<file path="config.mk">
export PLATFORM = sky130hd
export DESIGN_NAME = rbvi_ctrl
export DESIGN_NICKNAME = d
export VERILOG_FILES = /design/src/hdl/rbvi_pkg.sv /design/src/hdl/rbvi_ctrl.sv
export SDC_FILE = /design/constraint.sdc
export NUM_CORES = 1
export LEC_CHECK = 0
export BUFFER_PORTS_ARGS = -buffer_cell sky130_fd_sc_hd__buf_2
export CAP_MARGIN = 20
export CORE_AREA = 2 2 78 80
export DETAILED_ROUTE_END_ITERATION = 8
export DIE_AREA = 0 0 80 82
export GPL_TIMING_DRIVEN = 0
export PLACE_DENSITY = 0.65
export SLEW_MARGIN = 0
export SYNTH_ARGS = -nofsm -noshare
export SYNTH_HDL_FRONTEND = slang
export SYNTH_SLANG_ARGS = --single-unit
</file>
<file path="constraint.sdc">
create_clock -name clk -period 2.33 [get_ports clk]
set_input_delay 0.1165 -clock clk [delete_from_list [all_inputs] [get_ports clk]]
set_output_delay 0.1165 -clock clk [all_outputs]
set_load 0.03 [all_outputs]
</file>
<file path="src/hdl/rbvi_pkg.sv">
// Shared types, codes and helper functions for the rigid-body velocity integrator.
// Used by rbvi_ctrl, rbvi_datapath, the top level and the checker. No dependencies.
package rbvi_pkg;

    localparam int DT_BITS = 16;

    typedef struct packed {
        logic               mode;
        logic signed [31:0] force_x;
        logic signed [31:0] force_y;
        logic signed [31:0] force_z;
        logic [15:0]        frame_time;
        logic               on_ground;
        logic signed [31:0] pos_in_x;
        logic signed [31:0] pos_in_y;
        logic signed [31:0] pos_in_z;
    } in_item_t;

    typedef struct packed {
        logic signed [31:0] pos_out_x;
        logic signed [31:0] pos_out_y;
        logic signed [31:0] pos_out_z;
        logic signed [31:0] total_vel_x;
        logic signed [31:0] total_vel_y;
        logic signed [31:0] total_vel_z;
    } out_item_t;

    typedef enum logic [2:0] {
        REG_BODY_MASS      = 3'd0,
        REG_MIN_WALK_SPEED = 3'd1,
        REG_MAX_WALK_SPEED = 3'd2,
        REG_FRICTION_DECEL = 3'd3,
        REG_GRAVITY_ACCEL  = 3'd4,
        REG_MAX_FALL_SPEED = 3'd5,
        REG_JUMP_SPEED     = 3'd6,
        REG_GRAVITY_ENABLE = 3'd7
    } cfg_reg_t;

    typedef enum logic [3:0] {
        OP_NONE,
        OP_LOAD,
        OP_JUMP,
        OP_MUL,
        OP_SHIFT,
        OP_DIV_START,
        OP_WB,
        OP_WADD,
        OP_SPD,
        OP_GSUB,
        OP_FIN,
        OP_SUM_CLR,
        OP_SQ,
        OP_SUM_ADD,
        OP_SQRT_START,
        OP_EMIT
    } dp_op_t;

    typedef enum logic [3:0] {
        JOB_ACCEL,
        JOB_DV,
        JOB_AIR,
        JOB_MAXC,
        JOB_MINC,
        JOB_FRIC,
        JOB_DEC,
        JOB_GRAV,
        JOB_FALL,
        JOB_POS
    } job_t;

    typedef enum logic [1:0] {
        VEC_WALK,
        VEC_FALL,
        VEC_FORCE
    } vec_t;

    typedef enum logic [4:0] {
        S_IDLE,
        S_MD_MUL,
        S_MD_DIV,
        S_MD_WAIT,
        S_MD_WB,
        S_LEN_CLR,
        S_LEN_MUL,
        S_LEN_ACC,
        S_LEN_SQRT,
        S_LEN_WAIT,
        S_ACCEL,
        S_DV,
        S_AIR,
        S_WADD,
        S_MAXC0,
        S_MAXC,
        S_MIN0,
        S_MIN1,
        S_MINC,
        S_FRIC0,
        S_FRIC1,
        S_FRIC2,
        S_FRIC,
        S_GRAV0,
        S_GRAV1,
        S_GRAV2,
        S_GRAV3,
        S_FALL,
        S_FIN,
        S_POS,
        S_EMIT
    } state_t;

    typedef struct packed {
        dp_op_t     op;
        job_t       job;
        vec_t       vec;
        logic [1:0] idx;
    } dp_cmd_t;

    typedef struct packed {
        logic airborne;
        logic acc_nz;
        logic force_nz;
        logic min_on;
        logic len_zero;
        logic len_lt_ten;
        logic max_walk_hit;
        logic fall_cap_on;
        logic max_fall_hit;
        logic div_busy;
        logic sqrt_busy;
        logic out_busy;
    } dp_status_t;

    // Jobs whose divisor is a power of two finish with a shift.
    function automatic logic job_is_shift(input job_t j);
        logic r;
        case (j)
            JOB_DV, JOB_AIR, JOB_DEC, JOB_GRAV, JOB_POS: r = 1'b1;
            default:                                     r = 1'b0;
        endcase
        return r;
    endfunction

    // Jobs that walk over the three components.
    function automatic logic job_is_vec(input job_t j);
        logic r;
        case (j)
            JOB_ACCEL, JOB_MAXC, JOB_MINC, JOB_FRIC, JOB_FALL, JOB_POS: r = 1'b1;
            default:                                                      r = 1'b0;
        endcase
        return r;
    endfunction

    function automatic logic signed [31:0] sat_add(input logic signed [31:0] a,
                                                   input logic signed [31:0] b);
        logic signed [32:0] s;
        s = {a[31], a} + {b[31], b};
        if (s[32] != s[31])
            return s[32] ? 32'sh8000_0000 : 32'sh7FFF_FFFF;
        return s[31:0];
    endfunction

    // Apply a sign to a magnitude and saturate to 32 bits.
    function automatic logic signed [31:0] mag_to_s32(input logic neg, input logic [63:0] r);
        logic signed [31:0] v;
        if (!neg)
            v = (r > 64'h7FFF_FFFF) ? 32'sh7FFF_FFFF : r[31:0];
        else
            v = (r > 64'h8000_0000) ? 32'sh8000_0000 : (~r[31:0] + 32'd1);
        return v;
    endfunction

    function automatic logic [30:0] sat_cfg(input logic [63:0] v);
        return (v > 64'h7FFF_FFFF) ? 31'h7FFF_FFFF : v[30:0];
    endfunction

endpackage

</file>
<file path="src/hdl/rbvi_ctrl.sv">
// Sequencer for the integrator: walks each tick through its steps and drives
// datapath commands. Depends on rbvi_pkg.
module rbvi_ctrl (
    input  logic                 clk,
    input  logic                 rst_n,
    input  logic                 item_valid,
    input  logic                 item_mode,
    output logic                 item_stall,
    input  rbvi_pkg::dp_status_t status,
    output rbvi_pkg::dp_cmd_t    cmd
);

    rbvi_pkg::state_t state_reg, state_next;
    rbvi_pkg::state_t ret_reg, ret_next;
    rbvi_pkg::job_t   job_reg, job_next;
    rbvi_pkg::vec_t   vec_reg, vec_next;
    logic [1:0]       idx_reg, idx_next;

    always_ff @(posedge clk or negedge rst_n)
    begin
        if (!rst_n)
        begin
            state_reg <= rbvi_pkg::S_IDLE;
            ret_reg   <= rbvi_pkg::S_IDLE;
            job_reg   <= rbvi_pkg::JOB_ACCEL;
            vec_reg   <= rbvi_pkg::VEC_WALK;
            idx_reg   <= 2'd0;
        end
        else
        begin
            state_reg <= state_next;
            ret_reg   <= ret_next;
            job_reg   <= job_next;
            vec_reg   <= vec_next;
            idx_reg   <= idx_next;
        end
    end

    assign item_stall = (state_reg != rbvi_pkg::S_IDLE);

    always_comb
    begin
        state_next = state_reg;
        ret_next   = ret_reg;
        job_next   = job_reg;
        vec_next   = vec_reg;
        idx_next   = idx_reg;
        cmd.op     = rbvi_pkg::OP_NONE;
        cmd.job    = job_reg;
        cmd.vec    = vec_reg;
        cmd.idx    = idx_reg;

        case (state_reg)
            rbvi_pkg::S_IDLE:
            begin
                if (item_valid)
                begin
                    idx_next = 2'd0;
                    if (item_mode)
                        cmd.op = rbvi_pkg::OP_JUMP;
                    else
                    begin
                        cmd.op     = rbvi_pkg::OP_LOAD;
                        state_next = rbvi_pkg::S_ACCEL;
                    end
                end
            end

            // multiply, then divide or shift, then write back
            rbvi_pkg::S_MD_MUL:
            begin
                cmd.op     = rbvi_pkg::OP_MUL;
                state_next = rbvi_pkg::S_MD_DIV;
            end
            rbvi_pkg::S_MD_DIV:
            begin
                if (rbvi_pkg::job_is_shift(job_reg))
                begin
                    cmd.op     = rbvi_pkg::OP_SHIFT;
                    state_next = rbvi_pkg::S_MD_WB;
                end
                else
                begin
                    cmd.op     = rbvi_pkg::OP_DIV_START;
                    state_next = rbvi_pkg::S_MD_WAIT;
                end
            end
            rbvi_pkg::S_MD_WAIT:
            begin
                if (!status.div_busy)
                    state_next = rbvi_pkg::S_MD_WB;
            end
            rbvi_pkg::S_MD_WB:
            begin
                cmd.op = rbvi_pkg::OP_WB;
                if (rbvi_pkg::job_is_vec(job_reg))
                    idx_next = idx_reg + 2'd1;
                state_next = ret_reg;
            end

            // vector length: sum of squares, then square root
            rbvi_pkg::S_LEN_CLR:
            begin
                cmd.op     = rbvi_pkg::OP_SUM_CLR;
                idx_next   = 2'd0;
                state_next = rbvi_pkg::S_LEN_MUL;
            end
            rbvi_pkg::S_LEN_MUL:
            begin
                cmd.op     = rbvi_pkg::OP_SQ;
                state_next = rbvi_pkg::S_LEN_ACC;
            end
            rbvi_pkg::S_LEN_ACC:
            begin
                cmd.op = rbvi_pkg::OP_SUM_ADD;
                if (idx_reg == 2'd2)
                begin
                    idx_next   = 2'd0;
                    state_next = rbvi_pkg::S_LEN_SQRT;
                end
                else
                begin
                    idx_next   = idx_reg + 2'd1;
                    state_next = rbvi_pkg::S_LEN_MUL;
                end
            end
            rbvi_pkg::S_LEN_SQRT:
            begin
                cmd.op     = rbvi_pkg::OP_SQRT_START;
                state_next = rbvi_pkg::S_LEN_WAIT;
            end
            rbvi_pkg::S_LEN_WAIT:
            begin
                if (!status.sqrt_busy)
                    state_next = ret_reg;
            end

            rbvi_pkg::S_ACCEL:
            begin
                if (idx_reg == 2'd3)
                begin
                    idx_next   = 2'd0;
                    state_next = rbvi_pkg::S_DV;
                end
                else
                begin
                    job_next   = rbvi_pkg::JOB_ACCEL;
                    ret_next   = rbvi_pkg::S_ACCEL;
                    state_next = rbvi_pkg::S_MD_MUL;
                end
            end
            rbvi_pkg::S_DV:
            begin
                if (idx_reg == 2'd3)
                begin
                    idx_next   = 2'd0;
                    vec_next   = rbvi_pkg::VEC_WALK;
                    ret_next   = rbvi_pkg::S_MAXC0;
                    state_next = rbvi_pkg::S_LEN_CLR;
                end
                else
                begin
                    job_next   = rbvi_pkg::JOB_DV;
                    ret_next   = rbvi_pkg::S_AIR;
                    state_next = rbvi_pkg::S_MD_MUL;
                end
            end
            rbvi_pkg::S_AIR:
            begin
                if (status.airborne)
                begin
                    job_next   = rbvi_pkg::JOB_AIR;
                    ret_next   = rbvi_pkg::S_WADD;
                    state_next = rbvi_pkg::S_MD_MUL;
                end
                else
                    state_next = rbvi_pkg::S_WADD;
            end
            rbvi_pkg::S_WADD:
            begin
                cmd.op     = rbvi_pkg::OP_WADD;
                idx_next   = idx_reg + 2'd1;
                state_next = rbvi_pkg::S_DV;
            end

            rbvi_pkg::S_MAXC0:
                state_next = status.max_walk_hit ? rbvi_pkg::S_MAXC : rbvi_pkg::S_MIN0;
            rbvi_pkg::S_MAXC:
            begin
                if (idx_reg == 2'd3)
                begin
                    idx_next   = 2'd0;
                    state_next = rbvi_pkg::S_MIN0;
                end
                else
                begin
                    job_next   = rbvi_pkg::JOB_MAXC;
                    ret_next   = rbvi_pkg::S_MAXC;
                    state_next = rbvi_pkg::S_MD_MUL;
                end
            end

            rbvi_pkg::S_MIN0:
            begin
                if (status.min_on)
                begin
                    vec_next   = rbvi_pkg::VEC_WALK;
                    ret_next   = rbvi_pkg::S_MIN1;
                    state_next = rbvi_pkg::S_LEN_CLR;
                end
                else
                    state_next = rbvi_pkg::S_FRIC0;
            end
            rbvi_pkg::S_MIN1:
            begin
                if (status.len_lt_ten)
                begin
                    vec_next   = rbvi_pkg::VEC_FORCE;
                    ret_next   = rbvi_pkg::S_MINC;
                    state_next = rbvi_pkg::S_LEN_CLR;
                end
                else
                    state_next = rbvi_pkg::S_FRIC0;
            end
            rbvi_pkg::S_MINC:
            begin
                if (idx_reg == 2'd3)
                begin
                    idx_next   = 2'd0;
                    state_next = rbvi_pkg::S_FRIC0;
                end
                else
                begin
                    job_next   = rbvi_pkg::JOB_MINC;
                    ret_next   = rbvi_pkg::S_MINC;
                    state_next = rbvi_pkg::S_MD_MUL;
                end
            end

            rbvi_pkg::S_FRIC0:
            begin
                if (!status.force_nz)
                begin
                    job_next   = rbvi_pkg::JOB_DEC;
                    ret_next   = rbvi_pkg::S_FRIC1;
                    state_next = rbvi_pkg::S_MD_MUL;
                end
                else
                    state_next = rbvi_pkg::S_GRAV0;
            end
            rbvi_pkg::S_FRIC1:
            begin
                vec_next   = rbvi_pkg::VEC_WALK;
                ret_next   = rbvi_pkg::S_FRIC2;
                state_next = rbvi_pkg::S_LEN_CLR;
            end
            rbvi_pkg::S_FRIC2:
            begin
                // at rest: nothing to slow down
                if (status.len_zero)
                    state_next = rbvi_pkg::S_GRAV0;
                else
                begin
                    cmd.op     = rbvi_pkg::OP_SPD;
                    state_next = rbvi_pkg::S_FRIC;
                end
            end
            rbvi_pkg::S_FRIC:
            begin
                if (idx_reg == 2'd3)
                begin
                    idx_next   = 2'd0;
                    state_next = rbvi_pkg::S_GRAV0;
                end
                else
                begin
                    job_next   = rbvi_pkg::JOB_FRIC;
                    ret_next   = rbvi_pkg::S_FRIC;
                    state_next = rbvi_pkg::S_MD_MUL;
                end
            end

            rbvi_pkg::S_GRAV0:
            begin
                if (status.airborne)
                begin
                    job_next   = rbvi_pkg::JOB_GRAV;
                    ret_next   = rbvi_pkg::S_GRAV1;
                    state_next = rbvi_pkg::S_MD_MUL;
                end
                else
                    state_next = rbvi_pkg::S_FIN;
            end
            rbvi_pkg::S_GRAV1:
            begin
                cmd.op     = rbvi_pkg::OP_GSUB;
                state_next = rbvi_pkg::S_GRAV2;
            end
            rbvi_pkg::S_GRAV2:
            begin
                if (status.fall_cap_on)
                begin
                    vec_next   = rbvi_pkg::VEC_FALL;
                    ret_next   = rbvi_pkg::S_GRAV3;
                    state_next = rbvi_pkg::S_LEN_CLR;
                end
                else
                    state_next = rbvi_pkg::S_FIN;
            end
            rbvi_pkg::S_GRAV3:
                state_next = status.max_fall_hit ? rbvi_pkg::S_FALL : rbvi_pkg::S_FIN;
            rbvi_pkg::S_FALL:
            begin
                if (idx_reg == 2'd3)
                begin
                    idx_next   = 2'd0;
                    state_next = rbvi_pkg::S_FIN;
                end
                else
                begin
                    job_next   = rbvi_pkg::JOB_FALL;
                    ret_next   = rbvi_pkg::S_FALL;
                    state_next = rbvi_pkg::S_MD_MUL;
                end
            end

            rbvi_pkg::S_FIN:
            begin
                cmd.op     = rbvi_pkg::OP_FIN;
                idx_next   = 2'd0;
                state_next = rbvi_pkg::S_POS;
            end
            rbvi_pkg::S_POS:
            begin
                if (idx_reg == 2'd3)
                begin
                    idx_next   = 2'd0;
                    state_next = rbvi_pkg::S_EMIT;
                end
                else
                begin
                    job_next   = rbvi_pkg::JOB_POS;
                    ret_next   = rbvi_pkg::S_POS;
                    state_next = rbvi_pkg::S_MD_MUL;
                end
            end
            rbvi_pkg::S_EMIT:
            begin
                // hold until the output register frees up
                if (!status.out_busy)
                begin
                    cmd.op     = rbvi_pkg::OP_EMIT;
                    state_next = rbvi_pkg::S_IDLE;
                end
            end
            default:
                state_next = rbvi_pkg::S_IDLE;
        endcase
    end

endmodule

</file>
After elaboration in Yosys (flattened, before gate mapping) --
Cells that the tools add are included.
Storage, ports and cells: register bits 18, bits in latches 0, memory bits (writable) 0, bits in read-only memories 0, bits of input ports 16, output and inout bits 13, logic and storage cells 152, memories kept 0
Operators by class: add/subtract/negate cells 1, $mul 0, divide/modulo/power cells 0, $lt $le $gt $ge 0, eq/ne operators 62, shift operators 0, multiplexer cells 68, bitwise operators 0, reductions and logical operators 16
Operator list (number):
- case mux 5 bit (31 select lines) | 1
- two-way mux 5 bit | 28
- == test 5 bit, second input constant | 15
- case mux 5 bit (14 select lines) | 1
- two-way mux 4 bit | 15
- case mux 4 bit (13 select lines) | 1
- == test 5 x 4 -> 1 bit, second input constant | 8
- != test 2 bit, second input constant | 20
- case mux 4 bit (10 select lines) | 1
- == test 5 x 3 -> 1 bit, second input constant | 4
- two-way mux 2 bit | 10
- == test 4 x 3 -> 1 bit, second input constant | 4
- nonzero test 14 bit | 1
- AND reduction 13 bit | 1
- case mux 2 bit (6 select lines) | 1
- AND reduction 11 bit | 1
- == test 5 x 2 -> 1 bit, second input constant | 2
- case mux 2 bit (5 select lines) | 1
- AND reduction 5 bit | 2
- nonzero test 10 bit | 1
- nonzero test 5 bit | 2
- two-way mux 3 bit | 3
- == test 4 x 2 -> 1 bit, second input constant | 2
- == test 4 bit, second input constant | 2
- other kinds (14) | 20

Logic depth before layout (Yosys ltp) --
depth after elaboration 6, gate-level depth with buffers 9, depth with buffers taken out 7

Worst setup path before layout --
OpenSTA, ideal clock, no wires.
path type register -> output, start point register state_reg[0], end point output cmd[8] (netlist bit), arrival 2.256 ns, required time 2.214 ns, slack -0.042 ns, stages on the path, launching flop included 6, buffers on the path 4, path through dfrtp_1 -> buf_6 -> buf_2 -> buf_2 -> clkbuf_1 -> o311ai_0
RTL lines:
- from (decl) | line rbvi_ctrl.sv:13 | rbvi_pkg::state_t state_reg, state_next;
- from (signal assigned) | line rbvi_ctrl.sv:23 | state_reg <= rbvi_pkg::S_IDLE;
- from (signal assigned) | line rbvi_ctrl.sv:31 | state_reg <= state_next;
- to (decl) | line rbvi_ctrl.sv:10 | output rbvi_pkg::dp_cmd_t cmd

==> metrics.csv <==
stage,metric,value,unit
synthesis,Main synth FF type,dfrtp_1,
sta,Clock Skew,0.003696,ns
detailed_routing,vias per cell,6.714,
pwr,Static Leak,1.094,nW
finish,area grow syn2layout,20.96,%
synthesis,Mapped Cells,310,
sta,final hold vios,0,
hold_path,hold_sp,status[6],
setup_path,R2R Path End,job_reg[2]$_DFFE_PN0P_,
synthesis,yosys warns,0,
setup_path,crit path DAT,2.19,ns
synthesis,Synthesized Nets,330,
global_routing,first-pass GRT wire length,14950,um
pwr,P_int,1.646,mW
sta,Rel. slew slack,0.6472,
clocking,clk_lat worst skew,0.26,ns
detailed_routing,DRT antenna net count,0,
floorplan,site row count,28,
setup_path,CP Capture Type,output pin,
finish,fin cells,419,
synthesis,mux contribution to synthesized area,0.06158,
synthesis,Synth top area share,0.2034,
synthesis,Mapped Area,2215,sq um
pwr,switch share,0.5740,
clocking,clk sinks,18,
floorplan,Die ar.,6560,sq um
detailed_routing,Via Count,2813,
sta,final setup vio count,0,
hold_path,hold path cells,2,
floorplan,Die Y,82,um
global_routing,Overall Global Routing Usage,0.3076,
global_routing,grt ovf,0,
clocking,H-tree depth,1,
setup_path,Worst R2R Path Depth,7,
synthesis,"top cells by area, synth","dfrtp_1 (20%), nand2_1 (7.6%), o21ai_0 (5.0%)",
setup_path,flop2flop setup slack,0.04,ns
clocking,clock slew at reported path FFs,0.07,ns
finish,Post-Layout Inst Area,2679,sq um
pwr,Flop pwr share,0.139,
detailed_routing,1st-iter DRT viols,498,
setup_path,Worst Setup Start Kind,register,
clocking,CTS tree,yes,
status,run status,completed,
sta,Peak Freq,433.3,MHz
floorplan,Initial Utilization,0.3855,
pwr,Tot Pwr,3.865,mW
place,GPL Wtd Cong,1.036,
clocking,cts bufs inserted,3,
sta,minimum clock period,2.308,ns
setup_path,RR Startpoint,state_reg[1]$_DFFE_PN0P_,
hold_path,Min-Delay Endpoint,vec_reg[1]$_DFFE_PN0P_,
synthesis,sequential area share after synthesis,0.2034,
detailed_routing,WL final,9642,um
pwr,net switching power of the design,2.218,mW
synthesis,Cell variety after synth,63,
synthesis,dominant cell type by area after synthesis,dfrtp_1,
floorplan,Die X,80,um
place,Placed Cells,412,
finish,fill count,629,
sta,pins over their slew limit,0,
synthesis,ys async rst share,1.000,
place,post-detail-place hpwl,7296,um
synthesis,most numerous cell in the Yosys netlist,nand2_1,
synthesis,Seq cells post-synth,18,
detailed_routing,WL/cell,23.01,um
clocking,Max clock buf depth,2,
setup_path,critical setup path kind,reg -> out,
finish,diode count,0,
global_routing,pin count of the biggest net entering global routing,19,
floorplan,CORE AREA,5746,sq um
run,max-cap viol count,0,
synthesis,area share of xor/xnor cells in the synthesized design,0.007910,
setup_path,CP max FO,10,
synthesis,adder-cell share of the synthesized area,0.02260,
synthesis,mean post-synth cell area,7.144,sq um
synthesis,Post-synth EDFFs,0,
place,Buffers on Ports,27,
sta,WHS,0.1449,ns
setup_path,Worst EP required,2.21,ns
sta,Final period util,0.9906,
pwr,Peak VDD IR,510.8,uV
hold_path,hold crit path type,in -> reg,
sta,worst slew pin tran,0.5251,ns
synthesis,simple-gate share of the synthesized area,0.3226,
global_routing,vias in the first global route,2630,
floorplan,IO Pins,29,
global_routing,antenna violations before repair,0,
clocking,root buffer cell,clkbuf_8,
pwr,logic gate share of total power,0.801,
synthesis,complex-gate fraction of the synthesized area,0.3056,
pwr,Power Dens Cells,1443,nW/um^2
finish,share of cells above drive strength 1,0.2878,
detailed_routing,detailed-route DRC error count,0,
synthesis,Commonest cells post-synth,"nand2_1 (45), nor2_1 (23), o21ai_0 (22)",
pwr,Clk network pwr share,0.061,
synthesis,main combinational cell family by area after synthesis,simple AND/OR/NAND/NOR gates,
finish,final net count,366,
detailed_routing,router iterations before antenna repair,6,
place,Placement Cell Area,2444,sq um
## cell families after synthesis
| logic type | after synthesis |
|---|---|
| simple gates | 142 |
| flops | 18 |
| buf+inv | 36 |
| xor+xnor | 2 |
| compound gates | 96 |
| mux | 12 |
| fa+ha+maj | 4 |
## cell type report
cell class                      instances  area [sq um]  area share
Buffer                                 26         175.2     0.06539
Clock buffer                            3         41.29     0.01541
Inverter                                9         33.78     0.01261
Multi-Input combinational cell        256          1698      0.6338
Sequential cell                        18         454.2      0.1695
Tap cell                               75         93.84     0.03503
Timing Repair Buffer                   32         182.7     0.06819
## how the worst max path moves through the flow
stage	start	to	slack [ns]	cells past startpoint
final	state_reg[2]$_DFFE_PN0P_	cmd[11]	0.02	6
after global routing	state_reg[1]$_DFFE_PN0P_	job_reg[2]$_DFFE_PN0P_	-0.003	7
after CTS	state_reg[0]$_DFFE_PN0P_	cmd[9]	0.003	9
after detailed placement	state_reg[1]$_DFFE_PN0P_	cmd[8]	-0.17	9
after global placement	state_reg[4]$_DFFE_PN0P_	state_reg[3]$_DFFE_PN0P_	-0.25	7
after floorplan	idx_reg[0]$_DFFE_PN0P_	job_reg[2]$_DFFE_PN0P_	0.07	8
## metal layers
metal  GRT usage  vias to the layer above  wire length, um
met5           0                        -                0
met1      0.3935                     1304             3774
met2      0.4608                      233             4102
met4      0.2051                        0              679
li1            -                     1218                -
met3     0.07143                       58             1085
## worst max-delay path, cell delays in order, from the launching register on
cell      delay [ns]
dfrtp_1         0.45
clkbuf_4        0.26
buf_2           0.25
nor2b_2         0.38
a32oi_1         0.15
o22ai_1         0.20
buf_2           0.23
## stage by stage
| step | setup slack, ns | utilization | setup TNS, ns |
|---|---|---|---|
| 2_1_floorplan | 0.07445 | - | 0 |
| 3_3_place_gp | -0.2490 | 0.4253 | -1.695 |
| 3_5_place_dp | -0.1675 | 0.4253 | -0.7768 |
| 4_1_cts | 0.003284 | 0.4464 | 0 |
| 5_1_grt | -0.003416 | 0.4662 | -0.003702 |
| 6_report | 0.02200 | 0.4662 | 0 |
## power by group through the flow
| stage | logic (mW) | clock network, mW | registers [mW] |
|---|---|---|---|
| 5_1_grt | 3.27 | 0.253 | 0.549 |
| 6_report | 3.09 | 0.236 | 0.535 |
| 3_3_place_gp | 2.78 | 0 | 0.538 |
| 4_1_cts | 2.84 | 0.238 | 0.528 |
| 2_1_floorplan | 1.84 | 0 | 0.586 |
| 3_5_place_dp | 2.70 | 0 | 0.540 |
## repair_timing
item / CTS / global route
hold endpoints to repair: 18 / 0
gates resized for setup: 21 / 34
pin swaps: 0 / 2
hold buffers: 1 / 0
setup buffers: 2 / 2
endpoints found under the setup margin: 10 / 16
## cells in the final DEF, fill, tap and decap left out, types with 3 or more instances in the layout
cell,count
a41oi_1,5
nand2b_1,11
clkbuf_8,3
nor3_1,12
dfrtp_1,15
a21oi_1,17
nor3b_1,3
nor2_1,20
a22o_1,7
inv_1,8
nand3_1,11
a32oi_1,4
buf_2,31
ha_1,4
o21ai_0,22
buf_4,13
dfrtp_2,3
nor3_2,3
o22ai_1,5
clkbuf_2,4
a211oi_1,3
o211ai_1,4
nor2b_1,8
clkbuf_4,7
nor2_2,3
nand2_1,43
a31oi_1,5
mux2_2,8
Note: power is estimated with default switching activity, not from simulation.
